## src/hdl/lir_pkg.sv

```systemverilog
// Shared types and constants for the linear interpolation resampler.
// Standalone package; used by lir_serial_mul and linear_interp_resampler.
package lir_pkg;

	localparam int FRAC_BITS = 16;
	localparam int SAMPLE_W  = 16;
	localparam int STEP_W    = 18;

	// Difference of two samples, and the multiplier's partial-product register.
	localparam int DELTA_W   = SAMPLE_W + 1;
	localparam int PROD_W    = DELTA_W + 1;

	// Phase stays below one unit plus one maximal step.
	localparam int PHASE_W   = ((FRAC_BITS > STEP_W) ? FRAC_BITS : STEP_W) + 2;
	localparam int MCNT_W    = $clog2(FRAC_BITS + 1);

	localparam int RUN_MAX   = 64;
	localparam int RUN_W     = $clog2(RUN_MAX);

	localparam logic [STEP_W-1:0]  STEP_RESET = STEP_W'(65536);
	localparam logic [PHASE_W-1:0] PHASE_ONE  = PHASE_W'(1) << FRAC_BITS;

	typedef struct packed {
		logic busy;
		logic done;
	} mul_stat_t;

endpackage

```

## src/hdl/lir_serial_mul.sv

```systemverilog
// Bit-serial signed-by-unsigned multiplier that returns floor(delta * frac / 2^FRAC_BITS).
// Depends on lir_pkg.
module lir_serial_mul (
	input  logic                                  clk,
	input  logic                                  arst_n,
	input  logic                                  start,
	input  logic signed [lir_pkg::DELTA_W-1:0]    delta,
	input  logic        [lir_pkg::FRAC_BITS-1:0]  phase_frac,
	output lir_pkg::mul_stat_t                    stat,
	output logic signed [lir_pkg::PROD_W-1:0]     scaled
);

	logic signed [lir_pkg::PROD_W-1:0]    hi_q;
	logic signed [lir_pkg::DELTA_W-1:0]   delta_q;
	logic        [lir_pkg::FRAC_BITS-1:0] frac_q;
	logic        [lir_pkg::MCNT_W-1:0]    cnt_q;
	logic                                 busy_q;
	logic                                 done_q;
	logic signed [lir_pkg::PROD_W-1:0]    addend;
	logic signed [lir_pkg::PROD_W-1:0]    sum;

	// One multiplier bit per cycle, LSB first; the shifted-out bits are
	// the dropped fraction, so the final high part is already the floor.
	assign addend = frac_q[0] ? lir_pkg::PROD_W'(delta_q) : '0;
	assign sum    = hi_q + addend;

	always_ff @(posedge clk or negedge arst_n) begin
		if (!arst_n) begin
			busy_q <= 1'b0;
			done_q <= 1'b0;
			cnt_q  <= '0;
		end else if (start) begin
			busy_q <= 1'b1;
			done_q <= 1'b0;
			cnt_q  <= lir_pkg::MCNT_W'(lir_pkg::FRAC_BITS);
		end else if (busy_q) begin
			cnt_q <= cnt_q - 1'b1;
			if (cnt_q == lir_pkg::MCNT_W'(1)) begin
				busy_q <= 1'b0;
				done_q <= 1'b1;
			end
		end else begin
			done_q <= 1'b0;
		end
	end

	always_ff @(posedge clk) begin
		if (start) begin
			hi_q    <= '0;
			delta_q <= delta;
			frac_q  <= phase_frac;
		end else if (busy_q) begin
			hi_q   <= sum >>> 1;
			frac_q <= frac_q >> 1;
		end
	end

	assign stat.busy = busy_q;
	assign stat.done = done_q;
	assign scaled    = hi_q;

endmodule

```

## src/hdl/linear_interp_resampler.sv

```systemverilog
// Linear interpolation sample rate converter with a 4.16 phase accumulator; uses
// lir_pkg and lir_serial_mul. Each result is formed by the bit-serial multiplier; an
// input is taken, its phase is checked, and then each of its results is multiplied in
// turn. One transaction at a time is in progress.
// Asynchronous active-low reset clears samples, phase and priming state, loads a step
// of one unit and empties the output register.
module linear_interp_resampler (
	input  logic                                 clk,
	input  logic                                 arst_n,
	input  logic                                 cfg_wr_en,
	input  logic        [lir_pkg::STEP_W-1:0]    cfg_wr_data,
	input  logic                                 in_valid,
	output logic                                 in_ready,
	input  logic signed [lir_pkg::SAMPLE_W-1:0]  source_sample,
	output logic                                 out_valid,
	input  logic                                 out_ready,
	output logic signed [lir_pkg::SAMPLE_W-1:0]  out_sample,
	output logic                                 last_of_run
);

	localparam int SUM_W = lir_pkg::PROD_W + 1;
	localparam logic signed [SUM_W-1:0] SAT_HI = SUM_W'((1 <<< (lir_pkg::SAMPLE_W - 1)) - 1);
	localparam logic signed [SUM_W-1:0] SAT_LO = -SUM_W'(1 <<< (lir_pkg::SAMPLE_W - 1));

	// ST_CHECK decides whether a run starts, ST_MUL waits on the serial
	// multiplier, ST_EMIT waits for room in the output register.
	typedef enum logic [1:0] {
		ST_IDLE,
		ST_CHECK,
		ST_MUL,
		ST_EMIT
	} state_t;

	// Priming: nothing loaded, previous sample loaded, running.
	typedef enum logic [1:0] {
		PRIME_EMPTY,
		PRIME_HALF,
		PRIME_RUN
	} prime_t;

	state_t                                state_q;
	prime_t                                prime_q;
	logic signed [lir_pkg::SAMPLE_W-1:0]   prev_q;
	logic signed [lir_pkg::SAMPLE_W-1:0]   next_q;
	logic        [lir_pkg::PHASE_W-1:0]    phase_q;
	logic        [lir_pkg::STEP_W-1:0]     step_q;
	logic        [lir_pkg::RUN_W-1:0]      run_cnt_q;
	logic                                  out_valid_q;
	logic signed [lir_pkg::SAMPLE_W-1:0]   out_sample_q;
	logic                                  last_q;

	logic                                  phase_below;
	logic        [lir_pkg::PHASE_W-1:0]    phase_sum;
	logic                                  emit_ok;
	logic                                  emit_last;
	logic                                  mul_start;
	logic signed [lir_pkg::DELTA_W-1:0]    delta;
	logic        [lir_pkg::FRAC_BITS-1:0]  mul_frac;
	lir_pkg::mul_stat_t                    mul_stat;
	logic signed [lir_pkg::PROD_W-1:0]     scaled;
	logic signed [SUM_W-1:0]               y_sum;
	logic signed [lir_pkg::SAMPLE_W-1:0]   y_sat;

	assign in_ready = (state_q == ST_IDLE);

	// The phase is below one unit when its integer part is zero.
	assign phase_below = (phase_q[lir_pkg::PHASE_W-1:lir_pkg::FRAC_BITS] == '0);
	assign phase_sum   = phase_q + lir_pkg::PHASE_W'(step_q);

	// A result can move into the output register when it is empty or is
	// being drained in this same cycle.
	assign emit_ok = (state_q == ST_EMIT) && (!out_valid_q || out_ready);

	// The run ends when the advanced phase reaches one unit, or at the cap.
	assign emit_last = (phase_sum[lir_pkg::PHASE_W-1:lir_pkg::FRAC_BITS] != '0) ||
	                   (run_cnt_q == lir_pkg::RUN_W'(lir_pkg::RUN_MAX - 1));

	// The multiplier starts at the head of a run, and again right after each
	// emitted result that is not the last, using the advanced phase.
	assign mul_start = ((state_q == ST_CHECK) && phase_below) || (emit_ok && !emit_last);
	assign mul_frac  = emit_ok ? phase_sum[lir_pkg::FRAC_BITS-1:0]
	                           : phase_q[lir_pkg::FRAC_BITS-1:0];
	assign delta     = lir_pkg::DELTA_W'(next_q) - lir_pkg::DELTA_W'(prev_q);

	lir_serial_mul u_mul (
		.clk        (clk),
		.arst_n     (arst_n),
		.start      (mul_start),
		.delta      (delta),
		.phase_frac (mul_frac),
		.stat       (mul_stat),
		.scaled     (scaled)
	);

	// Interpolated value, then saturation to the sample range.
	assign y_sum = SUM_W'(prev_q) + SUM_W'(scaled);

	always_comb begin
		if (y_sum > SAT_HI) begin
			y_sat = SAT_HI[lir_pkg::SAMPLE_W-1:0];
		end else if (y_sum < SAT_LO) begin
			y_sat = SAT_LO[lir_pkg::SAMPLE_W-1:0];
		end else begin
			y_sat = y_sum[lir_pkg::SAMPLE_W-1:0];
		end
	end

	always_ff @(posedge clk or negedge arst_n) begin
		if (!arst_n) begin
			state_q      <= ST_IDLE;
			prime_q      <= PRIME_EMPTY;
			prev_q       <= '0;
			next_q       <= '0;
			phase_q      <= '0;
			step_q       <= lir_pkg::STEP_RESET;
			run_cnt_q    <= '0;
			out_valid_q  <= 1'b0;
			out_sample_q <= '0;
			last_q       <= 1'b0;
		end else begin
			if (cfg_wr_en) begin
				step_q <= cfg_wr_data;
			end

			// The output register fills on an emitted result and empties when
			// the receiver takes its transaction with nothing new behind it.
			if (emit_ok) begin
				out_valid_q <= 1'b1;
			end else if (out_ready) begin
				out_valid_q <= 1'b0;
			end

			case (state_q)
				ST_IDLE: begin
					if (in_valid) begin
						case (prime_q)
							PRIME_EMPTY: begin
								// The first sample only loads the previous one.
								prev_q  <= source_sample;
								prime_q <= PRIME_HALF;
							end
							PRIME_HALF: begin
								next_q  <= source_sample;
								prime_q <= PRIME_RUN;
								state_q <= ST_CHECK;
							end
							default: begin
								// Running: shift the pair and consume one source unit.
								// The subtraction floors at zero after a capped run.
								prev_q  <= next_q;
								next_q  <= source_sample;
								phase_q <= phase_below ? '0 : phase_q - lir_pkg::PHASE_ONE;
								state_q <= ST_CHECK;
							end
						endcase
					end
				end
				ST_CHECK: begin
					run_cnt_q <= '0;
					state_q   <= phase_below ? ST_MUL : ST_IDLE;
				end
				ST_MUL: begin
					if (mul_stat.done) begin
						state_q <= ST_EMIT;
					end
				end
				ST_EMIT: begin
					if (emit_ok) begin
						out_sample_q <= y_sat;
						last_q       <= emit_last;
						phase_q      <= phase_sum;
						run_cnt_q    <= run_cnt_q + 1'b1;
						state_q      <= emit_last ? ST_IDLE : ST_MUL;
					end
				end
				default: begin
					state_q <= ST_IDLE;
				end
			endcase
		end
	end

	assign out_valid   = out_valid_q;
	assign out_sample  = out_sample_q;
	assign last_of_run = last_q;

`ifndef SYNTHESIS
	// No new transaction is taken while a product is being formed.
	a_idle_mul_quiet: assert property (@(posedge clk) disable iff (!arst_n)
		in_ready |-> !mul_stat.busy)
		else $error("input accepted while the multiplier is busy");

	// A finished product is only reported while the controller waits for it.
	a_done_in_mul: assert property (@(posedge clk) disable iff (!arst_n)
		mul_stat.done |-> (state_q == ST_MUL))
		else $error("multiplier finished outside the multiply state");

	// Interpolation only runs with a phase below one unit.
	a_phase_frac: assert property (@(posedge clk) disable iff (!arst_n)
		(state_q == ST_MUL) |-> phase_below)
		else $error("interpolating with a phase of one unit or more");

	// The result that reaches the cap always closes the run.
	a_cap_last: assert property (@(posedge clk) disable iff (!arst_n)
		(emit_ok && (run_cnt_q == lir_pkg::RUN_W'(lir_pkg::RUN_MAX - 1))) |=> last_q)
		else $error("run cap reached without marking the last result");
`endif

endmodule
```

## config.mk

```make
export PLATFORM = sky130hd
export DESIGN_NAME = linear_interp_resampler
export DESIGN_NICKNAME = d
export VERILOG_FILES = /design/src/hdl/lir_pkg.sv /design/src/hdl/lir_serial_mul.sv /design/src/hdl/linear_interp_resampler.sv
export SDC_FILE = /design/constraint.sdc
export NUM_CORES = 1
export LEC_CHECK = 0
export ABC_AREA = 1
export BUFFER_PORTS_ARGS = -buffer_cell sky130_fd_sc_hd__buf_4
export CAP_MARGIN = 40
export CELL_PAD_IN_SITES_DETAIL_PLACEMENT = 1
export CELL_PAD_IN_SITES_GLOBAL_PLACEMENT = 2
export CORE_MARGIN = 2
export CORE_UTILIZATION = 37
export CTS_CLUSTER_SIZE = 12
export DETAILED_ROUTE_END_ITERATION = 12
export GPL_TIMING_DRIVEN = 0
export PLACE_DENSITY = 0.84
export SLEW_MARGIN = 20
export SYNTH_ARGS = -nofsm -noshare
export SYNTH_HDL_FRONTEND = slang
export SYNTH_SLANG_ARGS = --single-unit
```

## constraint.sdc

```tcl
create_clock -name clk -period 3.5 [get_ports clk]
set_clock_uncertainty 0.1 [all_clocks]
set_input_delay 0.35 -clock clk [delete_from_list [all_inputs] [get_ports clk]]
set_output_delay 0.35 -clock clk [all_outputs]
set_load 0.02 [all_outputs]
```

==> results of run 1 <==
## synth_stat cells (4+ instances only)
cell | count | area share
mux2_2 | 17 | 0.019
or2_2 | 5 | 0.0031
dfrtp_1 | 104 | 0.26
nor3_1 | 6 | 0.0030
ha_1 | 74 | 0.092
nand2_1 | 403 | 0.15
o22ai_1 | 4 | 0.0025
o21ai_1 | 5 | 0.0025
nand3_2 | 4 | 0.0040
dfxtp_1 | 17 | 0.034
xnor2_1 | 20 | 0.017
nand3b_1 | 7 | 0.0052
o21bai_1 | 6 | 0.0045
nor2_1 | 74 | 0.027
fa_1 | 4 | 0.0079
o21ai_0 | 118 | 0.058
edfxtp_1 | 33 | 0.098
a31oi_1 | 5 | 0.0031
clkbuf_1 | 27 | 0.010
a21o_1 | 5 | 0.0037
xor2_1 | 31 | 0.027
inv_1 | 151 | 0.056
a21oi_1 | 88 | 0.044
nand3_1 | 64 | 0.032
nand4_1 | 13 | 0.0080
## routing by layer
layer  part of all wire  vias to the layer above  track usage
met2               0.43                       99        0.314
met5                  0                        -            0
met3              0.030                       16       0.0368
met1               0.53                     4163        0.298
li1                   -                     4491            -
met4             0.0087                        0       0.0412
## cell families (layout without fill, tap and decap cells)
kind of cell | count (synthesis) | after routing | synth area share
compound gates | 248 | 248 | 0.132
xor+xnor | 51 | 51 | 0.0442
fa+ha+maj | 78 | 78 | 0.0995
buf+inv | 189 | 280 | 0.0731
flops | 155 | 155 | 0.392
mux | 17 | 17 | 0.0189
simple gates | 589 | 589 | 0.241
## worst max-delay path, cell delays in order, from the launching register on
cell	delay (ns)
dfrtp_1	0.37
ha_1	0.21
inv_1	0.07
fa_1	0.45
o21bai_2	0.23
nand2_1	0.09
nand2_1	0.15
nand2_1	0.13
nand3_1	0.09
nand2_1	0.10
nor2_2	0.15
nand3_2	0.17
nand2_4	0.21
inv_1	0.14
nand2_4	0.23
## layout make-up
type	instances	area [um^2]	area share
plain buffers	36	165	0.0143
clock buffers	17	425	0.0367
clock inverters	15	134	0.0116
inverters	153	574	0.0496
multi-input cells	983	5420	0.468
flip-flops and latches	155	3960	0.342
well taps	341	427	0.0369
repair buffers	59	472	0.0407
## where the power goes
part	internal (mW)	total, mW	switching [mW]
logic	2.54	6.83	4.29
clock network	0.938	1.80	0.861
registers	2.69	3.23	0.539
total	6.17	11.9	5.69
## registers in the layout, indices dropped and copies added (netlist names), 16 cells and up
signal,cells
phase_q,20
step_q,18
u_mul.delta_q,17
u_mul.scaled,17
next_q,16
out_sample,16
prev_q,16
u_mul.frac_q,16
## how the worst min path moves through the flow
stage / slack [ns] / to / cells past startpoint
CTS: 0.02 / step_q[4] / 2
global route: 0.02 / step_q[5] / 2
floorplan: -0.05 / last_of_run / 0
global placement: 0.37 / out_sample[1] / 2
detailed placement: 0.18 / out_sample[12] / 1
finish: 0.04 / step_q[15] / 2
## repair_timing
item / CTS / global route
setup endpoints to repair: 16 / 16
hold endpoints to repair: 32 / 0
gates resized for setup: 1 / 1
hold buffers: 2 / 0
==> flow_summary.json, run 1 <==
{
  "status": "finished clean",
  "hold_path.startpoint": "cfg_wr_data[15]",
  "setup_slack_ns": 0.270,
  "ys_ff_latch": 155,
  "relSlewSlack": 0.500,
  "clock_path_buffers": 2,
  "grt_max_degree": 75,
  "syn_to_final_growth_pct": 14.5,
  "grt_pass1_vias": 9027,
  "postCtsSetupBuffers": 0,
  "layout_common_cells": "nand2_1 (402), inv_1 (151), o21ai_0 (118)",
  "r2r_end": "u_mul.frac_q[1]",
  "cts.clk_slew.worst_paths_ns": 0.08,
  "viasPerCell": 4.99,
  "dieHeight_um": 169,
  "dpl_cell_area_um2": 11000,
  "post-dp-hpwl_um": 22200,
  "ys_seq_area_frac": 0.392,
  "r2r_cells": 14,
  "io_buffers": 56,
  "hold_class": "in -> reg",
  "maxSlewViolCount": 0,
  "core_area_um2": 26900,
  "synth_cell_types": 47,
  "timing.rr.start": "phase_q[0]",
  "crit_path_max_fanout": 16,
  "overflow": 0,
  "crit_type": "reg -> reg",
  "clock_sinks": 155,
  "endpoint": "u_mul.frac_q[1]",
  "period_share": 0.923,
  "postRouteAntennaNets": 0,
  "clk_latency_ns": 0.44,
  "p_per_area_nw_per_um2": 1020,
  "io_pins": 58,
  "finalHoldViolations": 0,
  "htree_num_levels": 4,
  "grt_pass1_wl_um": 46100,
  "diodes": 0,
  "routed_wirelength_um": 27900,
  "drive_gt1_frac": 0.0966,
  "wl_per_cell_um": 15.9,
  "die_w_um": 169,
  "crit_path_end_kind": "flop",
  "dp_slack_ns": -0.0794,
  "synth_flop_cell": "dfrtp_1",
  "critPathArrivalTime_ns": 3.24,
  "drv_cap": 0,
  "p_leak_nw": 5.85,
  "ys_warn_count": 0,
  "dr.pass1.iters": 6,
  "synth_edf_count": 33,
  "via_count": 8769,
  "start_util": 0.376,
  "rows": 60,
  "finalPower_mw": 11.9,
  "worst_pin_slew_ns": 0.750,
  "period_minus_slack_ns": 3.23,
  "crit_path_start": "phase_q[0]",
  "postSynthAreaPerCell_um2": 7.62,
  "rsz0062_at_grt": "no",
  "ir_drop_uv": 426,
  "fin_util": 0.431,
  "grt_antenna_before_repair": 0,
  "post_layout_nonfiller_instances": 1759,
  "fin_nets": 1522,
  "setup-tns-final_ns": 0,
  "fmax_ghz": 0.310,
  "setup_viol": 0,
  "worst_ep_required_time_ns": 3.51,
  "synthCells": 1327,
  "start_kind": "flop",
  "syn_area_um2": 10100,
  "fin_hold_ws_ns": 0.0375,
  "cts_tree": "done",
  "gp_congestion": 0.867,
  "syn-num-nets": 1444,
  "root_buffer": "clkbuf_16",
  "cts_buffers": 17,
  "die-area_um2": 28700,
  "final_area_um2": 11600,
  "drtIter0Drc": 342,
  "ff2ff_setup_slack_ns": 0.27,
  "grt_use_total": 0.203,
  "dp_cells": 1725,
  "fillers": 3372,
  "drcViolationCount": 0,
  "async_flop_share": 0.677,
  "final_common_cell": "nand2_1"
}
No activity file was read; power rests on OpenSTA's default activity.
==> inputs of run 2 (changes only) <==
GPL_TIMING_DRIVEN = default   (was 0)
==> flow_summary.json, run 2 (synthesis results as in run 1) <==
{
  "fmax_ghz": 0.324,
  "finalHoldViolations": 0,
  "p_per_area_nw_per_um2": 1030,
  "relSlewSlack": 0.536,
  "setup_viol": 0,
  "die_w_um": 169,
  "rsz0062_at_grt": "no",
  "root_buffer": "clkbuf_16",
  "viasPerCell": 5.00,
  "ff2ff_setup_slack_ns": 0.42,
  "diodes": 0,
  "crit_path_max_fanout": 32,
  "drtIter0Drc": 445,
  "p_clk_frac": 0.156,
  "largest_reg_flops": 20,
  "p_int_mw": 6.26,
  "grt_pass1_wl_um": 44900,
  "path_cells": "ha_1 > inv_1 > fa_1 > o21bai_2 > nand2_1 > nand2_1 > nand2_1 > nand3_1 > nand2_1 > nor2_2 > nand3_2 > nand2_4 > buf_4 > nand2_1 > nand2_1",
  "cts_tree": "done",
  "postRouteAntennaNets": 0,
  "dr.pass1.iters": 5,
  "crit_path_end_kind": "flop",
  "status": "finished clean",
  "clock_path_buffers": 2,
  "worst_ep_required_time_ns": 3.68,
  "endpoint": "u_mul.frac_q[0]",
  "fin_nets": 1500,
  "worst_pin_slew_ns": 0.695,
  "timing.rr.start": "phase_q[0]",
  "post-dp-hpwl_um": 21100,
  "period_share": 0.881,
  "p_leak_nw": 5.84,
  "via_count": 8690,
  "crit_path_start": "phase_q[0]",
  "crit_top_cell": "nand2_1",
  "clock_sinks": 155,
  "holdBufCountCts": 1,
  "grt_antenna_before_repair": 0,
  "grt_max_degree": 57,
  "critPathArrivalTime_ns": 3.26,
  "syn_to_final_growth_pct": 14.0,
  "ir_drop_uv": 330,
  "grt_use_total": 0.195,
  "top_register": "phase_q",
  "wl_per_cell_um": 15.4,
  "r2r_end": "u_mul.frac_q[0]",
  "drcViolationCount": 0,
  "maxSlewViolCount": 0,
  "final_common_cell": "nand2_1",
  "cts.clk_slew.worst_paths_ns": 0.07,
  "drive_gt1_frac": 0.102,
  "grt_pass1_vias": 8956,
  "hold_class": "in -> reg",
  "slowest_delay_ns": 0.44,
  "core_area_um2": 26900,
  "cts_buffers": 17,
  "setup-tns-final_ns": 0,
  "finalPower_mw": 11.8,
  "share_seq_of_total_power": 0.276,
  "start_util": 0.376,
  "io_pins": 58,
  "clk_latency_ns": 0.43,
  "die-area_um2": 28700,
  "swShare": 0.470,
  "routed_wirelength_um": 26800,
  "rows": 60,
  "power_switching_mw": 5.56,
  "start_kind": "flop",
  "htree_num_levels": 4,
  "reg_top3": "phase_q: 20 flops, step_q: 18 flops",
  "dieHeight_um": 169,
  "pwr-share-comb": 0.569,
  "drv_cap": 0,
  "postCtsSetupBuffers": 0,
  "slowest_stage": "fa_1",
  "cts_resized": 0,
  "overflow": 0,
  "r2r_cells": 15,
  "layout_common_cells": "nand2_1 (403), inv_1 (151), o21ai_0 (118)",
  "crit_type": "reg -> reg",
  "io_buffers": 57,
  "gp_congestion": 0.824,
  "period_minus_slack_ns": 3.08
}
[run 2: routing by layer]
metal  up-vias  wire length [um]  share of wire  global-route usage
met2       101             11900           0.44               0.305
li1       4456                 -              -                   -
met4         0               193         0.0072              0.0427
met1      4123             13800           0.51               0.287
met3        10               911          0.034              0.0278
met5         -                 0              0                   0
[run 2: area by class of cell]
| class | count | area, um^2 |
|---|---|---|
| sequential | 155 | 3960 |
| clock inverter | 11 | 108 |
| multi-input combinational | 983 | 5420 |
| tap | 341 | 427 |
| timing repair buffer | 73 | 567 |
| fill | 3350 | 15400 |
| clock buffer | 21 | 472 |
| inverter | 153 | 574 |
[run 2: power by group through the flow]
| stage | combinational (mW) | clock, mW | sequential (mW) |
|---|---|---|---|
| 2_1_floorplan | 5.09 | 0 | 3.13 |
| 3_3_place_gp | 6.56 | 0 | 3.26 |
| 3_5_place_dp | 6.73 | 0 | 3.30 |
| 4_1_cts | 6.80 | 1.89 | 3.27 |
| 5_1_grt | 7.80 | 1.95 | 3.35 |
| 6_report | 6.72 | 1.84 | 3.26 |
[run 2: worst max-delay path: cells and delay by family, from the launching register on]
kind / cells / cell delay [ns]
adders and majority gates: 2 / 0.66
buffers and inverters: 2 / 0.40
and+or+nand+nor: 10 / 1.15
AOI/OAI and AO/OA: 1 / 0.23
DFF: 1 / 0.38
[run 2: per-stage QoR]
step / util / instance area, um^2 / instances / worst slack [ns] / hold WS [ns]
finish: 0.429 / 11500 / 1737 / 0.416 / 0.0318
global route: 0.429 / 11500 / 1737 / 0.201 / 0.0295
CTS: 0.428 / 11500 / 1736 / 0.421 / 0.0170
detailed placement: 0.406 / 10900 / 1703 / 0.468 / 0.348
global placement: 0.406 / 10900 / 1702 / 0.547 / 0.343
floorplan: - / 10100 / 1327 / 0.693 / -0.0456
[run 2: worst min-delay path by stage]
stage / start / endpoint / slack (ns) / depth (start not counted)
6_report: cfg_wr_data[1] / step_q[1] / 0.03 / 3
5_1_grt: cfg_wr_data[3] / step_q[3] / 0.03 / 2
4_1_cts: cfg_wr_data[1] / step_q[1] / 0.02 / 3
3_5_place_dp: arst_n / out_sample[13] / 0.35 / 1
3_3_place_gp: arst_n / out_sample[13] / 0.34 / 1
2_1_floorplan: arst_n / last_of_run / -0.05 / 0
==> inputs of run 3 (changes only) <==
PLACE_DENSITY = default   (was 0.84)
PLACE_DENSITY_LB_ADDON = 0.25   (was default)
==> flow_summary.json, run 3 (synthesis results as in run 1) <==
{
  "p_per_area_nw_per_um2": 1030,
  "largest_reg_flops": 20,
  "r2r_cells": 15,
  "diodes": 0,
  "final_common_cell": "nand2_1",
  "syn_to_final_growth_pct": 13.8,
  "setup_viol": 0,
  "grt_antenna_before_repair": 0,
  "io_pins": 58,
  "fillers": 3371,
  "fin_hold_ws_ns": 0.0237,
  "gp_congestion": 0.811,
  "postRouteAntennaNets": 0,
  "overflow": 0,
  "grt_max_degree": 56,
  "period_minus_slack_ns": 2.95,
  "post-dp-hpwl_um": 21400,
  "crit_path_end_kind": "flop",
  "routed_wirelength_um": 27200,
  "die-area_um2": 28700,
  "root_buffer": "clkbuf_16",
  "period_share": 0.843,
  "drv_cap": 0,
  "clock_sinks": 155,
  "start_util": 0.376,
  "fin_nets": 1500,
  "drcViolationCount": 0,
  "clk_latency_ns": 0.43,
  "via_count": 8731,
  "setup-tns-final_ns": 0,
  "finalHoldViolations": 0,
  "maxSlewViolCount": 0,
  "layout_common_cells": "nand2_1 (403), inv_1 (151), o21ai_0 (118)",
  "worstHoldPathCells": 3,
  "postCtsSetupBuffers": 0,
  "worst_ep_required_time_ns": 3.69,
  "grt_pass1_vias": 8853,
  "grt_pass1_wl_um": 45900,
  "htree_num_levels": 4,
  "critPathArrivalTime_ns": 3.14,
  "rows": 60,
  "hold_class": "in -> reg",
  "cts_resized": 0,
  "top_register": "phase_q",
  "crit_path_max_fanout": 34,
  "worst_pin_slew_ns": 0.763,
  "core_area_um2": 26900,
  "dieHeight_um": 169,
  "dr.pass1.iters": 4,
  "start_kind": "flop",
  "cts.clk_slew.worst_paths_ns": 0.07,
  "drive_gt1_frac": 0.0996,
  "fmax_ghz": 0.339,
  "io_buffers": 57,
  "p_leak_nw": 5.84,
  "crit_type": "reg -> reg",
  "grt_use_total": 0.200,
  "ir_drop_uv": 387,
  "die_w_um": 169,
  "relSlewSlack": 0.492,
  "status": "finished clean",
  "rsz0062_at_grt": "no",
  "cts_tree": "done",
  "clock_path_buffers": 2,
  "cts_buffers": 17,
  "drtIter0Drc": 377,
  "viasPerCell": 5.03,
  "wl_per_cell_um": 15.7,
  "reg_top3": "phase_q: 20 flops, step_q: 18 flops",
  "finalPower_mw": 11.8,
  "fin_util": 0.428
}
-- run 3: cell types whose count changed in the layout (fill, tap and decap cells not counted) --
| cell | previous run | this run |
|---|---|---|
| clkbuf_1 | 2 | 5 |
| clkinvlp_4 | 2 | 0 |
| buf_4 | 70 | 71 |
| buf_6 | 1 | 0 |
| clkinv_2 | 0 | 1 |
| clkinv_4 | 4 | 3 |
| inv_4 | 3 | 2 |
-- run 3: what timing repair did --
| item | in CTS | in global routing |
|---|---|---|
| hold endpoints to repair | 49 | 0 |
| hold buffers | 1 | 0 |
| endpoints found under the setup margin | 0 | 0 |
-- run 3: final cells by class --
class,instances,area [um^2],area share
flip-flops and latches,155,3960,0.344
repair buffers,73,563,0.0489
clock buffers,24,483,0.0420
well taps,341,427,0.0371
multi-input cells,983,5420,0.471
clock inverters,8,82.6,0.00718
inverters,153,574,0.0499
-- run 3: critical path, cell delays in order (launching register included) --
cell and delay, ns:
dfrtp_1 0.37, ha_1 0.20, inv_1 0.06, fa_1 0.42, o21bai_2 0.23, nand2_1 0.07, nand2_1 0.13, nand2_1 0.11
nand3_1 0.08, nand2_1 0.09, nor2_2 0.15, nand3_2 0.13, nand2_4 0.10, buf_4 0.34, nand2_1 0.09, nand2_1 0.11
-- run 3: metal layers --
| metal | global-route usage | routed length (um) |
|---|---|---|
| met1 | 0.302 | 14700 |
| met2 | 0.306 | 11700 |
| met3 | 0.0240 | 699 |
| met4 | 0.0450 | 183 |
| met5 | 0 | 0 |
-- run 3: worst paths after layout --
path                                start              end  slack [ns]
setup / recovery               phase_q[0]  u_mul.frac_q[0]        0.55
hold / removal             cfg_wr_data[1]        step_q[1]        0.02
setup reg to reg               phase_q[0]  u_mul.frac_q[0]        0.55
hold reg to reg            out_sample[13]   out_sample[13]        0.38
max in group asynchronous          arst_n    out_sample[7]        2.08
min in group asynchronous          arst_n       next_q[15]        0.42
-- run 3: metrics by stage --
step,std cells,setup slack [ns],instance area [um^2]
6_report,1737,0.549,11500
5_1_grt,1737,0.279,11500
4_1_cts,1737,0.512,11500
3_5_place_dp,1704,0.539,10900
3_3_place_gp,1703,0.622,10900
2_1_floorplan,1327,0.693,10100
-- run 3: report_power, final --
part	internal (mW)	switching, mW	total (mW)	leakage (nW)
logic	2.52	4.23	6.74	3.79
clock network	1.05	0.792	1.84	0.279
registers	2.69	0.572	3.26	1.76
